<file path="config.mk">
export PLATFORM = sky130hd
export DESIGN_NAME = fed_seq
export DESIGN_NICKNAME = d
export VERILOG_FILES = /design/src/rtl/fed_pkg.sv /design/src/rtl/fed_seq.sv
export SDC_FILE = /design/constraint.sdc
export NUM_CORES = 1
export LEC_CHECK = 0
export BUFFER_PORTS_ARGS = -buffer_cell sky130_fd_sc_hd__buf_2
export CAP_MARGIN = 20
export CORE_UTILIZATION = 64
export CTS_CLUSTER_SIZE = 30
export DETAILED_ROUTE_END_ITERATION = 8
export GPL_ROUTABILITY_DRIVEN = 0
export PLACE_DENSITY_LB_ADDON = 0.08
export SLEW_MARGIN = 20
export SYNTH_ARGS = -nofsm -noshare
export SYNTH_HDL_FRONTEND = slang
export SYNTH_SLANG_ARGS = --single-unit
export TNS_END_PERCENT = 20
</file>
<file path="constraint.sdc">
create_clock -name clk -period 12.9 [get_ports clk]
set_input_delay 2.58 -clock clk [delete_from_list [all_inputs] [get_ports clk]]
set_output_delay 2.58 -clock clk [all_outputs]
set_load 0.03 [all_outputs]
</file>
<file path="src/rtl/fed_pkg.sv">
`default_nettype none

package fed_pkg;

  localparam int SAMPLE_W   = 24;
  localparam int GAIN_W     = 16;
  localparam int CH_W       = 3;
  localparam int FRAMES_W   = 14;
  localparam int PROD_W     = SAMPLE_W + GAIN_W;

  localparam int CFG_IDX_W  = 2;
  localparam int CFG_DATA_W = 16;

  localparam logic [CFG_IDX_W-1:0] REG_CHANNEL_COUNT = 2'd0;
  localparam logic [CFG_IDX_W-1:0] REG_DELAY_FRAMES  = 2'd1;
  localparam logic [CFG_IDX_W-1:0] REG_DECAY_GAIN    = 2'd2;

  localparam logic [CH_W-1:0]     CHANNEL_COUNT_RST = 3'd1;
  localparam logic [FRAMES_W-1:0] DELAY_FRAMES_RST  = 14'd9600;
  localparam logic [GAIN_W-1:0]   DECAY_GAIN_RST    = 16'd32768;

  localparam int DELAY_DEPTH_DEF = 65536;
  localparam int CHANNEL_LIMIT   = 6;

  localparam logic signed [SAMPLE_W-1:0] SAMPLE_MAX = 24'sh7FFFFF;
  localparam logic signed [SAMPLE_W-1:0] SAMPLE_MIN = 24'sh800000;

endpackage

`default_nettype wire

</file>
<file path="src/rtl/fed_seq.sv">
`default_nettype none

module fed_seq #(
  parameter int DELAY_DEPTH = 65536
) (
  input  wire logic                           clk,
  input  wire logic                           rst,
  input  wire logic                           accept,
  input  wire logic                           last,
  input  wire logic [fed_pkg::CH_W-1:0]       channel_count,
  input  wire logic [fed_pkg::FRAMES_W-1:0]   delay_frames,
  output logic [$clog2(DELAY_DEPTH)-1:0]      rd_addr,
  output logic [$clog2(DELAY_DEPTH)-1:0]      wr_addr,
  output logic                                gate,
  output logic                                dist_one
);

  import fed_pkg::*;

  localparam int AW    = $clog2(DELAY_DEPTH);
  localparam int DPW   = FRAMES_W + CH_W;
  localparam int CMP_W = (AW + 1 > DPW) ? AW + 1 : DPW;
  localparam logic [AW:0]      DEPTH_V   = (AW + 1)'(DELAY_DEPTH);
  localparam logic [CMP_W-1:0] DEPTH_CMP = CMP_W'(DELAY_DEPTH);
  localparam logic [AW-1:0]    WP_LAST   = AW'(DELAY_DEPTH - 1);

  logic [AW-1:0] wp;
  logic [AW:0]   fill;

  logic [CH_W-1:0]     ch_eff;
  logic [FRAMES_W-1:0] fr_eff;
  logic [DPW-1:0]      dist_raw;
  logic [CMP_W-1:0]    dist_ext;
  logic [AW:0]         span;
  logic [AW:0]         wp_ext;
  logic [AW:0]         rd_wide;

  always_comb begin
    if (channel_count == '0) begin
      ch_eff = CH_W'(1);
    end else if (32'(channel_count) > CHANNEL_LIMIT) begin
      ch_eff = CH_W'(CHANNEL_LIMIT);
    end else begin
      ch_eff = channel_count;
    end
    fr_eff   = (delay_frames == '0) ? FRAMES_W'(1) : delay_frames;
    dist_raw = DPW'(fr_eff) * DPW'(ch_eff);
    dist_ext = CMP_W'(dist_raw);
    // A distance longer than the store reads the oldest entry.
    if (dist_ext > DEPTH_CMP) begin
      span = DEPTH_V;
    end else begin
      span = dist_ext[AW:0];
    end
    wp_ext = {1'b0, wp};
    if (wp_ext >= span) begin
      rd_wide = wp_ext - span;
    end else begin
      rd_wide = wp_ext + DEPTH_V - span;
    end
  end

  assign rd_addr  = rd_wide[AW-1:0];
  assign wr_addr  = wp;
  assign gate     = (fill >= span);
  assign dist_one = (span == (AW + 1)'(1));

  always_ff @(posedge clk) begin
    if (rst) begin
      wp   <= '0;
      fill <= '0;
    end else if (accept) begin
      wp <= (wp == WP_LAST) ? '0 : wp + AW'(1);
      if (last) begin
        fill <= '0;
      end else if (fill < DEPTH_V) begin
        fill <= fill + (AW + 1)'(1);
      end
    end
  end

endmodule

`default_nettype wire

</file>
# == Word-level counts from Yosys, hierarchy flattened ==
# Cells that the tools add are included.
# word_totals
register_bits,33
in_bits,21
output_inout_bits,34
elab_cells,27
# op_classes
n_addsub,5
mul,1
magnitude_cmp,5
eq_ne,2
n_mux,8
reduce_logical,4
# ops
cell,count
$mux W17,3
$add A16 B1 Y16 const B,2
$mux W16,2
$sub A16 B16 Y16,2
$add A17 B1 Y17 const B,1
$eq A17 B1 Y1 const B,1
$ge A16 B17 Y1,1
$ge A17 B17 Y1,1
$gt A17 B17 Y1 const B,1
$lt A17 B17 Y1 const B,1
$mul A14 B3 Y17,1
$eq A16 B16 Y1 const B,1
$logic_not A14 Y1,1
$mux W14,1
$mux W3,2
$gt A3 B3 Y1 const B,1
$logic_not A3 Y1,1
$reduce_and A2 Y1,1
$reduce_bool A2 Y1,1

# == Logic depth before layout (Yosys ltp) ==
# depth
word_depth,8
depth_mapped,24
depth_no_buf,23

# == Worst setup path before layout ==
# No wires, ideal clock.
# synth_path
path_kind,input-to-output
start,input port channel_count[2] (netlist bit)
end,output port rd_addr[14]
arrival_ns,7.731
slack_ns,2.589
cell_stages,23
cell_sequence,inv_1 maj3_1 and2_1 fa_1 ha_1 fa_1 a211oi_2 o21ai_1 a2111oi_4 o31ai_2 a21o_1 a21oi_4 nor3b_2 ha_1 fa_1 nor2b_1 o21a_1 o21ai_1 a21oi_1 o2111ai_1 a31oi_1 or4b_1 nand3_1
# synth_via
elab_chain_len,8
# synth_rtl
element,line_no,text
start: declaration,fed_seq.sv:10,"input wire logic [fed_pkg::CH_W-1:0] channel_count,"
$gt A3 B3 Y1,fed_seq.sv:41,end else if (32'(channel_count) > CHANNEL_LIMIT) begin
$mux W3,fed_seq.sv:41,
$mux W3 *,fed_seq.sv:39,if (channel_count == '0) begin
$mul A14 B3 Y17 *,fed_seq.sv:47,dist_raw = DPW'(fr_eff) * DPW'(ch_eff);
$gt A17 B17 Y1,fed_seq.sv:50,if (dist_ext > DEPTH_CMP) begin
$mux W17 *,fed_seq.sv:50,
"$sub A16 B16 Y16, or another cell as far along",fed_seq.sv:59,rd_wide = wp_ext + DEPTH_V - span;
$mux W16 *,fed_seq.sv:56,if (wp_ext >= span) begin
end: declaration,fed_seq.sv:12,"output logic [$clog2(DELAY_DEPTH)-1:0] rd_addr,"
# Mark *: on every way between the ends. The rest lies on a longest branch, timed or not.

# == Final worst setup path ==
# Ends and elaborated chain as after synthesis.

==> flow_metrics.py <==
metrics = {
    "outcome": {
        "status": "complete, no violations",
    },
    "synthesis": {
        "async_flop_share_pct": 0,
        "synth_area_sq_mm": 0.00383,
        "synth-main-ff-cell": "dfxtp_1",
        "synth_edf_count": 0,
        "seq_area_frac_synth_pct": 17.3,
        "synth_seq_cells": 33,
        "synth_cells": 489,
        "synth_nets": 574,
        "syn_avg_cell_area_sq_um": 7.82,
        "synth_cell_types": 54,
        "synth_warnings": 0,
    },
    "global_route": {
        "grt_pass1_vias": 3369,
        "grt_max_degree": 17,
        "antenna_found_initial": 0,
        "grt_pass1_wl_microns": 15600,
        "overflow": 0,
        "track_usage_pct": 31.1,
    },
    "finish": {
        "drive_gt1_share_pct": 13.8,
        "antenna_cells": 0,
        "areaGrowthSynthToFinish_pct": 12.3,
        "final_cells": 615,
        "layout.nets": 627,
    },
    "pwr": {
        "clkPwrFrac_pct": 25.3,
        "power.density_mw_per_mm2": 109,
        "switching_share_pct": 42.5,
        "pwr-share-seq_pct": 22.2,
        "p_comb_share_pct": 52.5,
        "internal_power_uw": 268,
        "ir_drop_mv": 0.107,
        "p_sw_uw": 198,
        "leakage_nw": 2.09,
    },
    "clocking": {
        "cts_resized": 0,
        "post_cts.repair.setup_buffers": 0,
        "cts.sinks": 33,
        "cts-root-buf": "clkbuf_8",
        "clock_path_buffers": 2,
        "numCtsBuffers": 5,
        "cts_hold_buf": 0,
        "clock_latency_ns": 0.29,
        "clk_pin_slew_ns": 0.07,
        "cts_tree": "built",
        "cts_htree_levels": 2,
    },
    "floorplanning": {
        "die-area_sq_mm": 0.00629,
        "io_pins": 55,
        "start_util_pct": 67.8,
        "die_width_microns": 79.3,
        "core_area_sq_mm": 0.00564,
        "fp.dieH_microns": 79.3,
        "rows": 27,
    },
    "worst_setup_path": {
        "critPathSlowestCell": "maj3_1",
        "cp_num_buf_inv": 3,
        "required_ns": 10.32,
        "startpoint_type": "input pin",
        "worstPathMaxFanout": 16,
        "reg2reg_from": "wr_addr[10]",
        "cp_common_cell": "fa_1",
        "critPathTopFamily": "compound AO/OA/AOI/OAI gates",
        "worstSetupPathType": "input pin to primary output",
        "cp-end-kind": "primary output",
        "r2r_cells": 6,
        "worstPathArrival_ns": 9.04,
        "worstReg2RegEnd": "wr_addr[15]",
        "r2r_setup_slack_ns": 10.70,
        "slowest_delay_ns": 0.55,
    },
    "timing": {
        "hold_violations": 0,
        "fin_tns_setup_ns": 0,
        "setup_viol": 0,
        "rsz0062_at_grt": "false",
        "worst_pin_slew_ns": 0.784,
        "slew_headroom_pct": 47.3,
        "slew_violations": 0,
        "finalCriticalPeriod_ns": 11.62,
        "finalClockSkew_ns": 0.00547,
        "max_freq_mhz": 86.0,
        "fin_crit_sh_pct": 90.1,
    },
    "drt": {
        "ant_nets": 0,
        "num_vias": 3719,
        "viasPerCell": 6.05,
        "drc_errors": 0,
        "first_pass_iters": 7,
        "routedWlPerCell_microns": 15.4,
        "drt_iter0_markers": 252,
        "wirelength_microns": 9490,
    },
    "min_path": {
        "hp-class": "flop to flop",
        "min_to": "fill[14]",
        "worstHoldStart": "fill[14]",
        "holdPathStages": 2,
    },
    "job": {
        "drv_cap": 0,
    },
    "place": {
        "port_buffers": 54,
        "dp.cells": 607,
        "dp_hpwl_microns": 7510,
    },
}
==> cell families after synthesis <==
kind of cell | share of synthesized area, %
multiplexers | 0.262
AND/OR/NAND/NOR | 25.6
flip-flops | 17.3
buffers and inverters | 4.15
XOR/XNOR | 10.8
AO/OA/AOI/OAI | 18.0
adder cells (fa/ha/maj) | 23.9
==> cell type report <==
type,count,area [sq um]
fillers,423,1350
flip-flops and latches,33,661
repair buffers,55,278
clock inverters,3,68.8
well taps,72,90.1
multi-input cells,414,3010
inverters,33,124
clock buffers,5,68.8
==> per-stage QoR <==
stage / utilization [%] / power, mW / hold WS [ns] / area [sq um] / worst slack, ns
2_1_floorplan: - / 0.285 / 0.470 / 3830 / 2.59
3_3_place_gp: 73.7 / 0.340 / 0.490 / 4160 / 1.59
3_5_place_dp: 73.7 / 0.344 / 0.509 / 4160 / 1.38
4_1_cts: 76.2 / 0.466 / 0.518 / 4300 / 1.36
5_1_grt: 76.2 / 0.493 / 0.551 / 4300 / 0.965
6_report: 76.2 / 0.467 / 0.523 / 4300 / 1.28
==> worst max-delay path by stage <==
stage | from | endpoint | slack (ns) | depth (start not counted)
floorplan | channel_count[2] | rd_addr[14] | 2.59 | 23
global placement | channel_count[2] | rd_addr[14] | 1.59 | 25
detailed placement | channel_count[2] | rd_addr[14] | 1.38 | 25
CTS | channel_count[2] | rd_addr[14] | 1.36 | 25
global route | channel_count[2] | rd_addr[14] | 0.97 | 25
finish | channel_count[2] | rd_addr[14] | 1.28 | 25
==> Yosys cell counts, types with 7 or more instances <==
| cell type | instances | area share (%) |
|---|---|---|
| nand2_1 | 71 | 7.0 |
| ha_1 | 50 | 16 |
| nor2_1 | 50 | 4.9 |
| dfxtp_1 | 33 | 17 |
| inv_1 | 33 | 3.2 |
| a21oi_1 | 27 | 3.5 |
| xor2_1 | 27 | 6.2 |
| xnor2_1 | 20 | 4.6 |
| o21ai_0 | 15 | 2.0 |
| fa_1 | 14 | 7.3 |
| and2_1 | 11 | 1.8 |
| a21o_1 | 10 | 2.0 |
| nand3_1 | 10 | 1.3 |
| nor2b_1 | 10 | 1.6 |
| nand4_1 | 9 | 1.5 |
| nor3_1 | 9 | 1.2 |
| clkbuf_1 | 8 | 0.78 |
| o21a_1 | 8 | 1.6 |
| a31oi_1 | 7 | 1.1 |
| and3_1 | 7 | 1.1 |
==> worst register-to-register path: stages, from the launching register on <==
cell	delay, ns
dfxtp_1	0.48
and3_1	0.24
and3_1	0.18
nand4_1	0.15
o31ai_1	0.73
buf_4	0.27
nor2_1	0.05
==> metal layers <==
metal	track usage [%]	vias up	routed length (microns)
li1	-	1815	-
met1	41.1	1750	4180
met2	53.7	146	4640
met3	3.68	8	594
met4	7.27	0	75
met5	0	-	0
==> power groups by stage <==
| stage | combinational, mW | sequential (mW) | clock (mW) |
|---|---|---|---|
| floorplan | 0.179 | 0.107 | 0 |
| global placement | 0.234 | 0.106 | 0 |
| detailed placement | 0.238 | 0.106 | 0 |
| CTS | 0.242 | 0.104 | 0.120 |
| global route | 0.266 | 0.104 | 0.124 |
| finish | 0.245 | 0.104 | 0.118 |
==> cells in the final DEF, fill, tap and decap left out, types with 15 or more instances in the layout <==
cell type  instances
a21oi_1           27
buf_2             54
dfxtp_1           33
ha_1              50
inv_1             33
nand2_1           71
nor2_1            50
o21ai_0           15
xnor2_1           20
xor2_1            27
==> sequential cells by signal, summed over array words and instances (netlist names) <==
name,count
wr_addr,16
fill,17
Power figures use the tool's default switching activity.
